===== src/rtl/core/swr_pkg.sv =====
`default_nettype none

package swr_pkg;

	localparam int MAX_CHANNELS = 8;
	localparam int TIME_W       = 32;
	localparam int HEAD_W       = 32;
	localparam int IN_W         = 328;
	localparam int OUT_W        = 8;

	localparam logic [1:0] ACT_NONE    = 2'd0;
	localparam logic [1:0] ACT_REACQ   = 2'd1;
	localparam logic [1:0] ACT_CLEAR   = 2'd2;

	localparam logic [1:0] REG_ENABLE  = 2'd0;
	localparam logic [1:0] REG_STALL   = 2'd1;
	localparam logic [1:0] REG_GAP     = 2'd2;

	localparam logic [15:0] STALL_RESET = 16'd500;
	localparam logic [15:0] GAP_RESET   = 16'd200;

	typedef struct packed {
		logic        enable;
		logic [15:0] stall_ms;
		logic [15:0] gap_ms;
	} cfg_t;

	typedef struct packed {
		logic [3:0] target;
		logic [1:0] action;
	} res_t;

	// next latched channel number above after (1..8), 0 if none
	function automatic logic [3:0] next_chan(logic [7:0] mask, logic [3:0] after);
		logic [3:0] r;
		r = 4'd0;
		for (int c = MAX_CHANNELS; c >= 1; c--) begin
			if (4'(c) > after && mask[c-1]) begin
				r = 4'(c);
			end
		end
		return r;
	endfunction

endpackage

`default_nettype wire


===== src/rtl/core/swr_lane.sv =====
`default_nettype none

module swr_lane
	import swr_pkg::*;
(
	input  wire logic              clk,
	input  wire logic              arst_n,
	input  wire logic              load,
	input  wire logic [HEAD_W-1:0] head,
	input  wire logic              online,
	output logic                   rose
);

	logic [HEAD_W-1:0] base_q;

	always_ff @(posedge clk or negedge arst_n) begin
		if (!arst_n) begin
			base_q <= '0;
		end else if (load) begin
			base_q <= head;
		end
	end

	assign rose = online && (head > base_q);

endmodule

`default_nettype wire


===== src/rtl/core/swr_ctrl.sv =====
`default_nettype none

module swr_ctrl
	import swr_pkg::*;
(
	input  wire logic              clk,
	input  wire logic              arst_n,
	input  wire logic              acc,
	input  wire cfg_t              cfg,
	input  wire logic [TIME_W-1:0] now,
	input  wire logic [31:0]       block,
	input  wire logic [7:0]        mask,
	input  wire logic [7:0]        rose,
	output res_t                   res,
	output logic                   load_base
);

	logic              started_q;
	logic              tripped_q;
	logic [31:0]       last_block_q;
	logic [TIME_W-1:0] last_adv_q;
	logic [TIME_W-1:0] last_reacq_q;
	logic [3:0]        pending_q;
	logic [7:0]        latched_q;

	logic              moved;
	logic [TIME_W-1:0] since_adv;
	logic [TIME_W-1:0] since_reacq;
	logic              stall_ok;
	logic              gap_ok;
	logic [3:0]        first_ch;
	logic [3:0]        after_first;
	logic [3:0]        after_pend;

	assign moved       = block != last_block_q;
	assign since_adv   = now - last_adv_q;
	assign since_reacq = now - last_reacq_q;
	// a counter change this tick restarts the stall clock at zero
	assign stall_ok    = moved ? (cfg.stall_ms == 16'd0)
	                           : (since_adv >= TIME_W'(cfg.stall_ms));
	assign gap_ok      = since_reacq >= TIME_W'(cfg.gap_ms);
	assign first_ch    = next_chan(latched_q, 4'd0);
	assign after_first = next_chan(latched_q, first_ch);
	assign after_pend  = next_chan(latched_q, pending_q);

	typedef enum logic [2:0] {
		D_IDLE, D_START, D_HOLD, D_RESUME, D_STEP, D_TRIP, D_REBASE
	} dec_t;

	dec_t dec;

	always_comb begin
		if (!cfg.enable) begin
			dec = D_IDLE;
		end else if (!started_q) begin
			dec = D_START;
		end else if (tripped_q) begin
			dec = moved ? D_RESUME : D_HOLD;
		end else if (pending_q != 4'd0 && gap_ok) begin
			dec = D_STEP;
		end else if (stall_ok && (rose != 8'd0)) begin
			dec = D_TRIP;
		end else begin
			dec = D_REBASE;
		end
	end

	always_comb begin
		res.action = ACT_NONE;
		res.target = 4'd0;
		case (dec)
			D_RESUME: begin
				if (first_ch != 4'd0) begin
					res.action = ACT_REACQ;
					res.target = first_ch;
				end
			end
			D_STEP: begin
				res.action = ACT_REACQ;
				res.target = pending_q;
			end
			D_TRIP: begin
				res.action = ACT_CLEAR;
			end
			default: begin
			end
		endcase
	end

	assign load_base = acc && (dec == D_START || dec == D_REBASE);

	always_ff @(posedge clk or negedge arst_n) begin
		if (!arst_n) begin
			started_q    <= 1'b0;
			tripped_q    <= 1'b0;
			last_block_q <= '0;
			last_adv_q   <= '0;
			last_reacq_q <= '0;
			pending_q    <= 4'd0;
			latched_q    <= 8'd0;
		end else if (acc) begin
			if (dec == D_START) begin
				started_q    <= 1'b1;
				last_block_q <= block;
				last_adv_q   <= now;
			end else if (dec != D_IDLE && moved) begin
				last_block_q <= block;
				last_adv_q   <= now;
			end
			case (dec)
				D_RESUME: begin
					tripped_q    <= 1'b0;
					last_reacq_q <= now;
					pending_q    <= (first_ch != 4'd0) ? after_first : 4'd0;
				end
				D_STEP: begin
					last_reacq_q <= now;
					pending_q    <= after_pend;
				end
				D_TRIP: begin
					tripped_q <= 1'b1;
					latched_q <= mask;
				end
				default: begin
				end
			endcase
		end
	end

endmodule

`default_nettype wire


===== src/rtl/core/stall_watchdog_reacquire.sv =====
`default_nettype none

// Channel  Direction  Handshake              Payload
// s        in         s_tvalid / s_tready    s_tdata: one tick
// m        out        m_tvalid / m_tready    m_tdata: one action
// cfg      in         cfg_valid / cfg_ready  cfg_index, cfg_data
//
// One tick per cycle while s_tready is high; each gives one registered action.
// All lane compares and the decision settle in the cycle of the input transfer.
// An output register plus a skid register part the sides; s_tready drops only
// while the skid register holds a result. cfg_ready is always high. Reset
// clears all but result data and restores register defaults; no clearing pass.

module stall_watchdog_reacquire
	import swr_pkg::*;
#(
	parameter int CHANNELS = 8
) (
	input  wire logic             clk,
	input  wire logic             arst_n,
	input  wire logic             s_tvalid,
	output logic                  s_tready,
	// now_ms[31:0], block_count[63:32], online_mask[71:64],
	// write_head_0[103:72] .. write_head_7[327:296]
	input  wire logic [IN_W-1:0]  s_tdata,
	output logic                  m_tvalid,
	input  wire logic             m_tready,
	// action[1:0], target_channel[5:2], zero[7:6]
	output logic [OUT_W-1:0]      m_tdata,
	input  wire logic             cfg_valid,
	output logic                  cfg_ready,
	input  wire logic [1:0]       cfg_index,
	input  wire logic [15:0]      cfg_data
);

	localparam logic [7:0] CHAN_MASK = 8'((1 << CHANNELS) - 1);

	cfg_t        cfg_q;
	logic        acc;
	logic [7:0]  mask;
	logic [7:0]  rose;
	logic        load_base;
	res_t        res;

	logic        m_valid_q;
	res_t        m_data_q;
	logic        skid_valid_q;
	res_t        skid_data_q;
	logic        pop;

	assign cfg_ready = 1'b1;

	always_ff @(posedge clk or negedge arst_n) begin
		if (!arst_n) begin
			cfg_q.enable   <= 1'b0;
			cfg_q.stall_ms <= STALL_RESET;
			cfg_q.gap_ms   <= GAP_RESET;
		end else if (cfg_valid && cfg_ready) begin
			case (cfg_index)
				REG_ENABLE: cfg_q.enable   <= cfg_data[0];
				REG_STALL:  cfg_q.stall_ms <= cfg_data;
				REG_GAP:    cfg_q.gap_ms   <= cfg_data;
				default: begin
				end
			endcase
		end
	end

	assign s_tready = !skid_valid_q;
	assign acc      = s_tvalid && s_tready;
	assign mask     = s_tdata[71:64] & CHAN_MASK;

	genvar g;
	generate
		for (g = 0; g < MAX_CHANNELS; g++) begin : g_lane
			if (g < CHANNELS) begin : g_on
				swr_lane u_lane (
					.clk    (clk),
					.arst_n (arst_n),
					.load   (load_base),
					.head   (s_tdata[72 + HEAD_W*g +: HEAD_W]),
					.online (mask[g]),
					.rose   (rose[g])
				);
			end else begin : g_off
				assign rose[g] = 1'b0;
			end
		end
	endgenerate

	swr_ctrl u_ctrl (
		.clk       (clk),
		.arst_n    (arst_n),
		.acc       (acc),
		.cfg       (cfg_q),
		.now       (s_tdata[31:0]),
		.block     (s_tdata[63:32]),
		.mask      (mask),
		.rose      (rose),
		.res       (res),
		.load_base (load_base)
	);

	assign pop = m_valid_q && m_tready;

	always_ff @(posedge clk or negedge arst_n) begin
		if (!arst_n) begin
			m_valid_q    <= 1'b0;
			skid_valid_q <= 1'b0;
		end else if (skid_valid_q && pop) begin
			m_valid_q    <= 1'b1;
			skid_valid_q <= 1'b0;
		end else if (acc && (!m_valid_q || pop)) begin
			m_valid_q <= 1'b1;
		end else if (acc) begin
			skid_valid_q <= 1'b1;
		end else if (pop) begin
			m_valid_q <= 1'b0;
		end
	end

	always_ff @(posedge clk) begin
		if (skid_valid_q && pop) begin
			m_data_q <= skid_data_q;
		end else if (acc && (!m_valid_q || pop)) begin
			m_data_q <= res;
		end else if (acc) begin
			skid_data_q <= res;
		end
	end

	assign m_tvalid = m_valid_q;
	assign m_tdata  = {2'b00, m_data_q.target, m_data_q.action};

	a_skid_implies_out: assert property (@(posedge clk) disable iff (!arst_n)
		skid_valid_q |-> m_valid_q)
		else $error("skid register full while output register empty");

	a_action_code: assert property (@(posedge clk) disable iff (!arst_n)
		m_valid_q |-> (m_data_q.action != 2'd3))
		else $error("undefined action code");

	a_clear_no_target: assert property (@(posedge clk) disable iff (!arst_n)
		(m_valid_q && m_data_q.action != ACT_REACQ) |-> (m_data_q.target == 4'd0))
		else $error("target set on non-reacquire action");

	a_reacq_target: assert property (@(posedge clk) disable iff (!arst_n)
		(m_valid_q && m_data_q.action == ACT_REACQ) |->
		(m_data_q.target != 4'd0 && 32'(m_data_q.target) <= 32'(CHANNELS)))
		else $error("reacquire target out of channel range");

	a_hold_while_stalled: assert property (@(posedge clk) disable iff (!arst_n)
		(m_valid_q && !m_tready) |=> (m_valid_q && $stable(m_data_q)))
		else $error("output result changed while stalled");

endmodule

`default_nettype wire


===== config.mk =====
export PLATFORM = sky130hd
export DESIGN_NAME = stall_watchdog_reacquire
export DESIGN_NICKNAME = d
export VERILOG_FILES = /design/src/rtl/core/swr_pkg.sv /design/src/rtl/core/swr_lane.sv /design/src/rtl/core/swr_ctrl.sv /design/src/rtl/core/stall_watchdog_reacquire.sv
export SDC_FILE = /design/constraint.sdc
export NUM_CORES = 1
export LEC_CHECK = 0
export ABC_AREA = 1
export BUFFER_PORTS_ARGS = -buffer_cell sky130_fd_sc_hd__buf_2
export CORE_ASPECT_RATIO = 0.9
export CORE_MARGIN = 2
export CORE_UTILIZATION = 50
export CTS_CLUSTER_DIAMETER = 100
export DETAILED_ROUTE_END_ITERATION = 10
export PLACE_DENSITY = 0.72
export SKIP_CTS_REPAIR_TIMING = 1
export SLEW_MARGIN = 25
export SYNTH_ARGS = -nofsm -noshare
export SYNTH_HDL_FRONTEND = slang
export SYNTH_SLANG_ARGS = --single-unit

===== constraint.sdc =====
create_clock -name clk -period 8.6 [get_ports clk]
set_input_delay 1.29 -clock clk [delete_from_list [all_inputs] [get_ports clk]]
set_output_delay 1.29 -clock clk [all_outputs]
set_load 0.01 [all_outputs]

# --- Word level (Yosys, flattened, before mapping) ---
# Index checks and enable logic that the tools add are counted.
classes:
  add_sub_neg: 2
  n_bitwise: 2
  muxes: 50
  reduce_logical: 61
  order_cmp: 26
  eq_ne: 10
op_table:
  columns: ["op", "count"]
  rows:
  - ["$gt A32 B32 Y1", 8]
  - ["$mux W32", 4]
  - ["$mux W4", 25]
  - ["$ge A32 B16 Y1", 2]
  - ["$sub A32 B32 Y32", 2]
  - ["$gt A3 B4 Y1 const A", 8]
  - ["$logic_and A1 B1 Y1", 32]
  - ["$ne A32 B32 Y1", 1]
  - ["$reduce_and A2 Y1", 11]
  - ["$mux W6", 3]
  - ["$gt A2 B4 Y1 const A", 4]
  - ["$logic_not A16 Y1", 1]
  - ["$pmux W4 S2", 2]
  - ["$mux W3", 4]
  - ["$reduce_bool A2 Y1", 5]
  - ["$eq A3 B3 Y1 const B", 3]
  - ["$mux W1", 9]
  - ["$gt A1 B4 Y1 const A", 2]
  - ["$gt A4 B4 Y1 const A", 2]
  - ["$reduce_bool A4 Y1", 2]
  - ["$reduce_bool A8 Y1", 1]
  - ["$pmux W2 S3", 1]
  - ["$reduce_bool A3 Y1", 2]
  - ["$eq A3 B1 Y1 const B", 1]
  - ["other kinds (13)", 16]
word_totals:
  out_inout_bits: 11
  ff_bits: 413
  input_bits: 351

# --- Logic depth before layout (Yosys ltp) ---
# Gate-level depths: netlist of the first run.
logic_depth:
  ltp_word: 20
  depth_mapped: 31
  ltp_nobuf: 31

# --- Cells and area by module ---
# From an unflattened synthesis of the first run, not the netlist that was laid out.
unflattened:
  cells_unflattened: 3960
  hier_area_um2: 29288.1
modules_own_cells:
  columns: ["mod", "cells_each", "seq_area_each_um2", "area_per_inst_um2", "n_inst"]
  rows:
  - ["swr_lane", 246, 800.8, 2014.4, 8]
  - ["swr_ctrl", 1788, 2752.6, 10892.9, 1]
  - ["stall_watchdog_reacquire", 204, 1247.4, 2279.7, 1]

# --- Worst setup path after synthesis of the first run ---
# OpenSTA, ideal clock, no wires.
synth_timing:
  path_type: "in2reg"
  startpoint: "input port s_tdata[0]"
  endpoint: "register m_data_q, in the netlist m_tdata[0] (data pin)"
  setup_ns: 0.271
  t_arrival_ns: 4.208
  path_buffers: 0
  t_required_ns: 8.329
  path_slack_ns: 4.121
  path_stages: 28
  cell_sequence: "inv_1 > ha_1 > fa_1 > inv_1 > nand3_1 > nand3_1 > nand2_1 > nand2_1 > nand2_1 > nand2_1 > xor2_1 > ha_1 > nand2_1 > a21oi_1 > a211oi_1 > nand3_1 > nor2_1 > nand3_1 > nor2_1 > nand3_1 > nor2_1 > nor2_2 > inv_2 > nand2_1 > nand2_2 > clkinv_1 > nand2_1 > a31oi_1"
synth_between:
  elab_chain_cells: 13
  word_cells_on_any_way: 18
synth_rtl:
  columns: ["element", "line_no", "text"]
  rows:
  - ["start, declared", "stall_watchdog_reacquire.sv:25", "input wire logic [IN_W-1:0] s_tdata,"]
  - ["$sub A32 B32 Y32", "swr_ctrl.sv:36", "assign since_adv = now - last_adv_q;"]
  - ["$ge A32 B16 Y1", "swr_ctrl.sv:40", ": (since_adv >= TIME_W'(cfg.stall_ms));"]
  - ["$mux W1", "swr_ctrl.sv:39", "assign stall_ok = moved ? (cfg.stall_ms == 16'd0)"]
  - ["$logic_and A1 B1 Y1", "swr_ctrl.sv:61", "end else if (stall_ok && (rose != 8'd0)) begin"]
  - ["$mux W2", "swr_ctrl.sv:61", null]
  - ["$mux W3 (*)", "swr_ctrl.sv:59", "end else if (pending_q != 4'd0 && gap_ok) begin"]
  - ["$mux W3 (*)", "swr_ctrl.sv:57", "end else if (tripped_q) begin"]
  - ["$mux W3 (*)", "swr_ctrl.sv:55", "end else if (!started_q) begin"]
  - ["$mux W3 (*)", "swr_ctrl.sv:53", "if (!cfg.enable) begin"]
  - ["$eq A3 B3 Y1 or $eq A3 B2 Y1 (tied branches)", "swr_ctrl.sv:71", "case (dec)"]
  - ["$pmux W2 S3 (*)", "swr_ctrl.sv:71", null]
  - ["$mux W6 (*)", "stall_watchdog_reacquire.sv:125", "end else if (acc && (!m_valid_q || pop)) begin"]
  - ["$mux W6 (*)", "stall_watchdog_reacquire.sv:123", "if (skid_valid_q && pop) begin"]
  - ["end signal, assigned", "stall_watchdog_reacquire.sv:124", "m_data_q <= skid_data_q;"]
  - ["end signal, assigned", "stall_watchdog_reacquire.sv:126", "m_data_q <= res;"]
  - ["end, declared", "stall_watchdog_reacquire.sv:46", "res_t m_data_q;"]
# Every way passes the cells marked *; elsewhere a longest branch is shown, timed or not. The select of a mux whose other input is x is not followed.
# A chain may end at the register's enable or synchronous reset.

# --- Worst setup path after layout of the first run ---
layout_timing:
  startpoint: "input port s_tdata[0]"
  endpoint: "register u_ctrl.last_reacq_q[11]"
layout_between:
  elab_chain_cells: 12
  word_cells_on_any_way: 16
layout_rtl:
  columns: ["element", "line_no", "text"]
  rows:
  - ["$sub A32 B32 Y32", "swr_ctrl.sv:36", null]
  - ["$ge A32 B16 Y1", "swr_ctrl.sv:40", null]
  - ["$mux W1", "swr_ctrl.sv:39", null]
  - ["$logic_and A1 B1 Y1", "swr_ctrl.sv:61", null]
  - ["$mux W2", "swr_ctrl.sv:61", null]
  - ["$mux W3 (*)", "swr_ctrl.sv:59", null]
  - ["$mux W3 (*)", "swr_ctrl.sv:57", null]
  - ["$mux W3 (*)", "swr_ctrl.sv:55", null]
  - ["$mux W3 (*)", "swr_ctrl.sv:53", null]
  - ["$eq A3 B2 Y1 or $eq A3 B3 Y1 (tied branches)", "swr_ctrl.sv:110", "case (dec)"]
  - ["$reduce_or A2 Y1 (no line) (*)", null, null]
  - ["$reduce_and A2 Y1 (no line) (*)", null, null]
  - ["end signal, assigned", "swr_ctrl.sv:113", "last_reacq_q <= now;"]
  - ["end signal, assigned", "swr_ctrl.sv:117", "last_reacq_q <= now;"]
  - ["end, declared", "swr_ctrl.sv:22", "logic [TIME_W-1:0] last_reacq_q;"]
# Every way passes the cells marked *; elsewhere a longest branch is shown, timed or not.

==> results of run 1 <==
[synthesized netlist by cell type, types with 7 or more instances]
| master | instances |
|---|---|
| buf_6 | 39 |
| inv_1 | 689 |
| buf_2 | 19 |
| a21oi_1 | 403 |
| o21bai_1 | 10 |
| xnor2_1 | 22 |
| nand3_1 | 138 |
| a21oi_2 | 30 |
| xor2_1 | 28 |
| dfrtp_1 | 392 |
| o21ai_0 | 137 |
| nand2_1 | 923 |
| nor2_1 | 440 |
| clkbuf_1 | 24 |
| ha_1 | 350 |
| a31oi_1 | 7 |
| edfxtp_1 | 12 |
| mux2_2 | 21 |
| nor3_1 | 27 |
| nor4_1 | 16 |
| dfstp_2 | 9 |
| o211ai_1 | 14 |
| o21ai_1 | 18 |
| nand3b_1 | 12 |
| nand4_1 | 43 |
[flip-flops by register name (all words and copies together) (netlist names), 6 cells and up]
name / count
g_lane.g_on.u_lane.base_q: 256
cfg_q: 33
u_ctrl.last_adv_q: 32
u_ctrl.last_block_q: 32
u_ctrl.last_reacq_q: 32
u_ctrl.latched_q: 8
m_tdata: 6
skid_data_q: 6
[worst reg2reg max path, stage by stage, from the launching register on]
cell and delay [ns]:
dfrtp_1 0.33, inv_1 0.06, ha_1 0.35, nand2_1 0.11
nor2_1 0.20, nand3_1 0.12, nand3_1 0.19, nand2_1 0.07
nand3_1 0.12, xor2_1 0.20, ha_1 0.27, nand2_1 0.07
a21oi_1 0.06, a211oi_1 0.19, nand3_1 0.11, nor2_1 0.13
nand3_1 0.08, nor2_1 0.08, nand3_1 0.08, nor2_1 0.17
nor2_2 0.08, nand3_1 0.07, nand2_1 0.06, nand2_2 0.19
nand3_2 0.72, nand2_4 0.73, nand2_1 0.13, nand2_1 0.08
[metal layers]
metal,track usage (%),vias up,share of wire (%)
met3,6.40,143,7.0
li1,-,13000,-
met2,38.5,570,43
met5,0,-,0.19
met4,8.83,22,3.0
met1,34.1,11400,47
[report_power, final]
| group | internal, mW | switching (mW) | total [mW] |
|---|---|---|---|
| Combinational | 0.193 | 0.320 | 0.514 |
| Sequential | 1.98 | 0.0202 | 2.00 |
| Clock | 1.29 | 0.888 | 2.18 |
[through the flow]
step	setup WS [ns]	util, %	instance area, sq um	hold WS (ns)
2_1_floorplan	4.12	-	28700	0.453
3_3_place_gp	2.61	54.3	30900	0.466
3_5_place_dp	2.43	54.3	30900	0.474
4_1_cts	3.07	57.3	32600	0.491
5_1_grt	2.59	57.4	32700	0.504
6_report	3.00	57.5	32700	0.486
[cell families after synthesis]
logic type / count (synthesis) / synth area share (%)
and+or+nand+nor: 1619 / 22.8
other: 2 / 0.0262
muxes: 21 / 0.824
DFF: 413 / 36.2
AOI/OAI and AO/OA: 632 / 11.8
buffers and inverters: 782 / 11.4
xor gates and xnor gates: 50 / 1.53
adders and majority gates: 352 / 15.4
[area by class of cell]
cell class | count | area (sq um)
antenna | 28 | 70.1
clock buffer | 64 | 1340
clock inverter | 24 | 333
fill | 5402 | 24200
inverter | 693 | 2600
multi-input combinational | 2677 | 15000
sequential | 413 | 10400
tap | 765 | 957
timing repair buffer | 369 | 1940
[cells in the final DEF, fill, tap and decap left out, types with 9 or more instances in the layout]
cell / Yosys / routed
edfxtp_1: 12 / 12
o211ai_1: 14 / 14
inv_1: 689 / 689
o21ai_0: 137 / 137
clkbuf_16: 0 / 47
a21oi_2: 30 / 30
clkbuf_8: 0 / 10
nand3_1: 138 / 136
ha_1: 350 / 350
nor4_1: 16 / 16
buf_2: 19 / 357
nand4_1: 43 / 43
dfrtp_1: 392 / 392
o21ai_1: 18 / 18
nor2_1: 440 / 439
dfstp_2: 9 / 9
a21oi_1: 403 / 403
xor2_1: 28 / 28
xnor2_1: 22 / 22
nand2_1: 923 / 923
nand3b_1: 12 / 12
nor3_1: 27 / 27
diode_2: 0 / 28
o21bai_1: 10 / 10
mux2_2: 21 / 21
[worst max-delay path by stage]
stage | from | end | slack, ns | cells after the start
global placement | s_tdata[0] | u_ctrl.last_reacq_q[27]$_DFFE_PN0P_ | 2.61 | 30
detailed placement | s_tdata[0] | u_ctrl.last_reacq_q[11]$_DFFE_PN0P_ | 2.43 | 30
global route | s_tdata[0] | u_ctrl.last_reacq_q[9]$_DFFE_PN0P_ | 2.59 | 30
CTS | s_tdata[0] | u_ctrl.last_reacq_q[11]$_DFFE_PN0P_ | 3.07 | 30
floorplan | s_tdata[0] | m_tdata[0]$_DFFE_PP_ | 4.12 | 28
finish | s_tdata[0] | u_ctrl.last_reacq_q[11]$_DFFE_PN0P_ | 3.00 | 30
==> summary.md, run 1 <==
| Metric | Value |
|---|---|
| PortBufs | `358` |
| Flops & latches, synth | `413` |
| Num CTS Buffers | `47` |
| Inst Count DP | `4,916` |
| Ys async rst share | `97.1%` |
| Worst R2R End | `u_ctrl.last_reacq_q[11]$_DFFE_PN0P_` |
| Fin cells | `5,033` |
| Mean post-synth cell area | `7.42 sq um` |
| Root buf cell | `clkbuf_16` |
| Largest delay contributor family on the critical path | `simple AND/OR/NAND/NOR gates` |
| Req. time, crit path | `9.14 ns` |
| DR DRC count | `0` |
| Worst EP arrival | `6.14 ns` |
| Synth Instances | `3,871` |
| Crit-path max cell delay | `0.72 ns` |
| Max H-tree Level | `2` |
| Routed wire length | `73,800 microns` |
| 1st-iter DRT viols | `1,540` |
| Wire per inst | `14.7 microns` |
| Fin. max-slew vios | `0` |
| RSZ-0062 raised after global routing | `no` |
| Peak supply drop | `0.136 mV` |
| Area contributors post-synth | `dfrtp_1, ha_1, nand2_1, inv_1, a21oi_1` |
| Initial Utilization | `50.4%` |
| Total grt overflow | `0` |
| Ys Warns | `0` |
| Crit-path max FO | `37` |
| CTS tree | `yes` |
| Slowest-stage cell, CP | `nand3_2` |
| Clock-pin slew on the worst setup and hold paths | `0.06 ns` |
| EDFF count, synth | `12` |
| Die width | `257 microns` |
| Status | `finished clean` |
| Worst skew pair latency | `0.61 ns` |
| Setup-failing EPs final | `0` |
| Reg-to-reg startpoint | `u_ctrl.last_adv_q[5]$_DFFE_PN0P_` |
| Critical path type | `input port to register` |
| Seq/Total Area, Yosys | `36.2%` |
| GP Congestion | `0.969` |
| Area share of the largest cell type after synthesis | `34.2%` |
| CP bufs+invs | `3` |
| First-pass GRT wire length | `120,000 microns` |
| Startpoint Class | `input port` |
| Yosys cell types | `45` |
| Worst min-delay path category | `register to register` |
| # clock sinks | `413` |
| Worst setup EP type | `register` |
| Hold Fails Final Rpt | `0` |
| Cell count of the worst reg-to-reg path | `27` |
| Synth Flop Type | `dfrtp_1` |
| Synthesized area | `28,700 sq um` |
| IO Pins | `362` |
| R2R setup slack | `3.49 ns` |
| Die H | `231 microns` |
| Fin crit share | `65.2%` |
| Maxcap violations | `0` |
| P&R area growth vs syn | `13.9%` |
| Via-to-Cell Ratio | `4.99` |
| Initial antenna violation count | `39` |
| CP most frequent cell | `nand2_1` |
| Routed Antenna Nets | `0` |
| Die area | `59,400 sq um` |
| Sum Neg Setup Slack | `0 ns` |
| Drt first pass iters | `6` |
| F_max | `178 MHz` |
| Share of cells above drive strength 1 | `12.5%` |
| Largest net degree at the start of global routing | `165` |
| Hold Path Stages | `2` |
| Number of global-route vias before repair | `23,600` |
| Clk_skew | `0.0266 ns` |
| Power density over the cells | `143 nW/um^2` |
| DR vias | `25,100` |
| Slew HR | `38.6%` |
| Hold EP | `u_ctrl.latched_q[7]$_DFFE_PN0P_` |
| Static Leak | `19.0 nW` |
| Cell accounting for the most synthesized area | `dfrtp_1` |
| GRT Total Usage | `25.0%` |
| Hold_sp | `u_ctrl.latched_q[7]$_DFFE_PN0P_` |
| Minimum clock period | `5.60 ns` |
| Core ar. | `56,900 sq um` |
| Clock buffer depth | `3` |
| Rows | `83` |
| DP HPWL | `58,100 microns` |
| Measured slew at the worst slew-check pin | `0.922 ns` |
| Nets | `4,904` |
| Tot Pwr | `4.69 mW` |
Note: power is estimated with default switching activity, not from simulation.
==> run 2: changes to the inputs <==
- ABC_AREA: 1 -> 0
- PLACE_DENSITY: 0.72 -> 0.71
- clock period: 8.6 -> 5.8 ns (I/O delays scaled with it)
==> summary.md, run 2 <==
| Metric | Value |
|---|---|
| Share of cells above drive strength 1 | `14.3% (+1.8 points)` |
| Num CTS Buffers | `50 (+6.4%)` |
| Area contributors post-synth | `dfrtp_1, ha_1, o311ai_0, o21ai_0, nand3b_1` |
| Met2 wire len | `42,400 microns (+33%)` |
| DR DRC count | `0 (unchanged)` |
| DP HPWL | `67,000 microns (+15%)` |
| Routed Antenna Nets | `0 (unchanged)` |
| Clk_skew | `0.0355 ns (+0.00882 ns)` |
| # fillers | `6,404 (+19%)` |
| Initial antenna violation count | `58 (+49%)` |
| Clock buffer depth | `3 (unchanged)` |
| Worst min-delay path category | `input port to asynchronous set/reset pin` |
| Worst EP arrival | `5.87 ns (-0.27 ns)` |
| Area share of the largest cell type after synthesis | `28.2% (-6.0 points)` |
| Static Leak | `16.5 nW (-13%)` |
| Max reg flops | `256 (unchanged)` |
| Max H-tree Level | `2 (unchanged)` |
| Die area | `71,800 sq um (+21%)` |
| P&R area growth vs syn | `12.0%` |
| Rows | `91 (+9.6%)` |
| Largest net degree at the start of global routing | `241 (+46%)` |
| CP Cell Sequence | `buf_2 > inv_1 > ha_1 > inv_1 > fa_1 > a211oi_1 > o21a_1 > a211o_1 > nand2_1 > xor2_1 > ha_1 > a21o_1 > a21oi_1 > o21ai_0 > a311oi_1 > nand4_1 > a211oi_1 > nand4_1 > o31a_2 > buf_12 > a31oi_1 > o311ai_0` |
| Measured slew at the worst slew-check pin | `1.13 ns (+0.212 ns)` |
| Fin crit share | `94.1%` |
| Die width | `282 microns (+10%)` |
| Met1 Wirelength | `43,200 microns (+25%)` |
| Worst R2R End | `g_lane[1].g_on.u_lane.base_q[16]$_DFFE_PN0P_` |
| Setup-failing EPs final | `0 (unchanged)` |
| Minimum clock period | `5.46 ns` |
| Top-count cell post-synth | `nand2_1` |
| Commonest non-fill, non-tap cell in the layout | `nand2_1` |
| Fin. max-slew vios | `0 (unchanged)` |
| Number of global-route vias before repair | `29,300 (+24%)` |
| Sum Neg Setup Slack | `0 ns (unchanged)` |
| Total grt overflow | `0 (unchanged)` |
| Yosys cell types | `86 (+91%)` |
| Crit-path max cell delay | `0.49 ns (-0.23 ns)` |
| CTS tree | `yes` |
| Root buf cell | `clkbuf_16` |
| EDFF count, synth | `12 (unchanged)` |
| Reg-to-reg startpoint | `u_ctrl.last_reacq_q[0]$_DFFE_PN0P_` |
| Seq/Total Area, Yosys | `29.9% (-6.4 points)` |
| Final instance area | `39,000 sq um (+19%)` |
| Worst skew pair latency | `0.62 ns (about the same)` |
| Max layer used | `met5` |
| Core ar. | `68,800 sq um (+21%)` |
| Mean post-synth cell area | `8.16 sq um (+10%)` |
| Status | `finished clean` |
| GP Congestion | `0.925 (-4.5%)` |
| Synth Instances | `4,267 (+10%)` |
| Slowest-stage cell, CP | `o31a_2` |
| Hold Fails Final Rpt | `0 (unchanged)` |
| PortBufs | `358 (unchanged)` |
| Routed wire length | `95,500 microns (+29%)` |
| IO Pins | `362 (unchanged)` |
| Startpoint Class | `input port` |
| Critical path type | `input port to register` |
| Drt first pass iters | `6 (unchanged)` |
| R2R setup slack | `0.46 ns (-3.03 ns)` |
| DR vias | `32,600 (+30%)` |
| Die H | `254 microns (+10%)` |
| Most flop-heavy register | `g_lane.g_on.u_lane.base_q` |
| First-pass GRT wire length | `152,000 microns (+27%)` |
| Cell accounting for the most synthesized area | `dfrtp_1` |
| Flops & latches, synth | `413 (unchanged)` |
| Power density over the cells | `361 nW/um^2 (+150%)` |
| 1st-iter DRT viols | `2,442 (+59%)` |
| Top flop regs | `g_lane.g_on.u_lane.base_q x256, cfg_q x33` |
| Initial Utilization | `50.6% (+0.20 points)` |
| # clock sinks | `413 (unchanged)` |
| Worst setup EP type | `register` |
| Synthesized area | `34,800 sq um (+21%)` |
| Cell count of the worst reg-to-reg path | `20 (-26%)` |
| Clock-pin slew on the worst setup and hold paths | `0.06 ns (about the same)` |
| Ys async rst share | `97.1% (unchanged)` |
| Ys Warns | `0 (unchanged)` |
| Slew HR | `24.4% (-14 points)` |
| RSZ-0062 raised after global routing | `no` |
| Peak supply drop | `0.343 mV (+150%)` |
| Via-to-Cell Ratio | `6.03 (+21%)` |
| Synth Flop Type | `dfrtp_1` |
| GRT Total Usage | `25.8% (+0.77 points)` |
| Wire per inst | `17.7 microns (+21%)` |
| Tot Pwr | `14.1 mW (+200%)` |
| F_max | `183 MHz` |
| Most frequent cells after synthesis | `nand2_1, dfrtp_1, inv_1` |
| Multi-input logic area | `21,700 sq um (+44%)` |
| Nets | `5,095 (+3.9%)` |
| Maxcap violations | `0 (unchanged)` |
| Register area | `10,400 sq um (about the same)` |
| Most frequent cells in the layout | `nand2_1, dfrtp_1, inv_1` |
| Metal3 WL | `6390 microns (+23%)` |
| Crit-path max FO | `240 (+550%)` |
| DP Area | `37,200 sq um (+20%)` |
| Req. time, crit path | `6.21 ns (-2.93 ns)` |
==> run 2: cell type report <==
class	count	area share, %
inverter	383	3.68
multi-input combinational	3141	55.7
tap	930	2.98
clock inverter	24	0.789
sequential	413	26.7
timing repair buffer	403	6.19
clock buffer	70	3.79
antenna	36	0.231
==> run 2: worst max-delay path: cells and delay by family <==
| family | cells | cell delay, ns |
|---|---|---|
| compound gates | 11 | 2.72 |
| xor+xnor | 1 | 0.15 |
| fa+ha+maj | 3 | 0.90 |
| buf+inv | 4 | 0.50 |
| simple gates | 3 | 0.38 |
==> run 2: power breakdown <==
part           switching, mW  leakage [nW]  internal [mW]
logic                   3.90          11.5           2.65
clock network           1.39         0.861           2.05
registers              0.469          4.12           3.62
total                   5.77          16.5           8.32
==> run 2: through the flow <==
step | hold slack (ns) | cells | utilization [%] | setup slack (ns)
final | 0.330 | 5400 | 56.7 | 0.342
after detailed placement | 0.494 | 5270 | 54.0 | 0.00347
after global placement | 0.489 | 5270 | 54.0 | 0.115
after CTS | 0.334 | 5364 | 56.6 | 0.645
after global routing | 0.382 | 5387 | 56.7 | 0.128
after floorplan | 0.479 | 4268 | - | 0.681
==> run 2: worst max-delay path by stage <==
| stage | startpoint | end | slack [ns] | cells past startpoint |
|---|---|---|---|---|
| finish | s_tdata[0] | g_lane[1].g_on.u_lane.base_q[16]$_DFFE_PN0P_ | 0.34 | 22 |
| global route | s_tdata[0] | g_lane[2].g_on.u_lane.base_q[22]$_DFFE_PN0P_ | 0.13 | 22 |
| CTS | s_tdata[0] | g_lane[5].g_on.u_lane.base_q[5]$_DFFE_PN0P_ | 0.65 | 22 |
| detailed placement | s_tdata[0] | g_lane[5].g_on.u_lane.base_q[5]$_DFFE_PN0P_ | 0.003 | 22 |
| global placement | s_tdata[0] | m_tdata[2]$_DFFE_PP_ | 0.11 | 22 |
| floorplan | s_tdata[0] | u_ctrl.latched_q[3]$_DFFE_PN0P_ | 0.68 | 22 |
==> run 2: kinds of logic (layout without fill, tap and decap cells) <==
kind of cell,after synthesis,count (layout),share of synthesized area (%)
AO/OA/AOI/OAI,1330,1330,24.9
adder cells (fa/ha/maj),352,352,12.7
flip-flops,413,413,29.9
multiplexers,122,122,3.97
buffers and inverters,714,880,7.84
other,2,39,0.0216
XOR/XNOR,73,73,1.84
AND/OR/NAND/NOR,1261,1261,18.9
==> run 2: layer usage <==
layer  vias to the layer above  GRT usage (%)
met5                         -              0
met4                        56           9.31
met3                       219           5.81
met2                       797           39.9
met1                     15300           35.3
li1                      16200              -
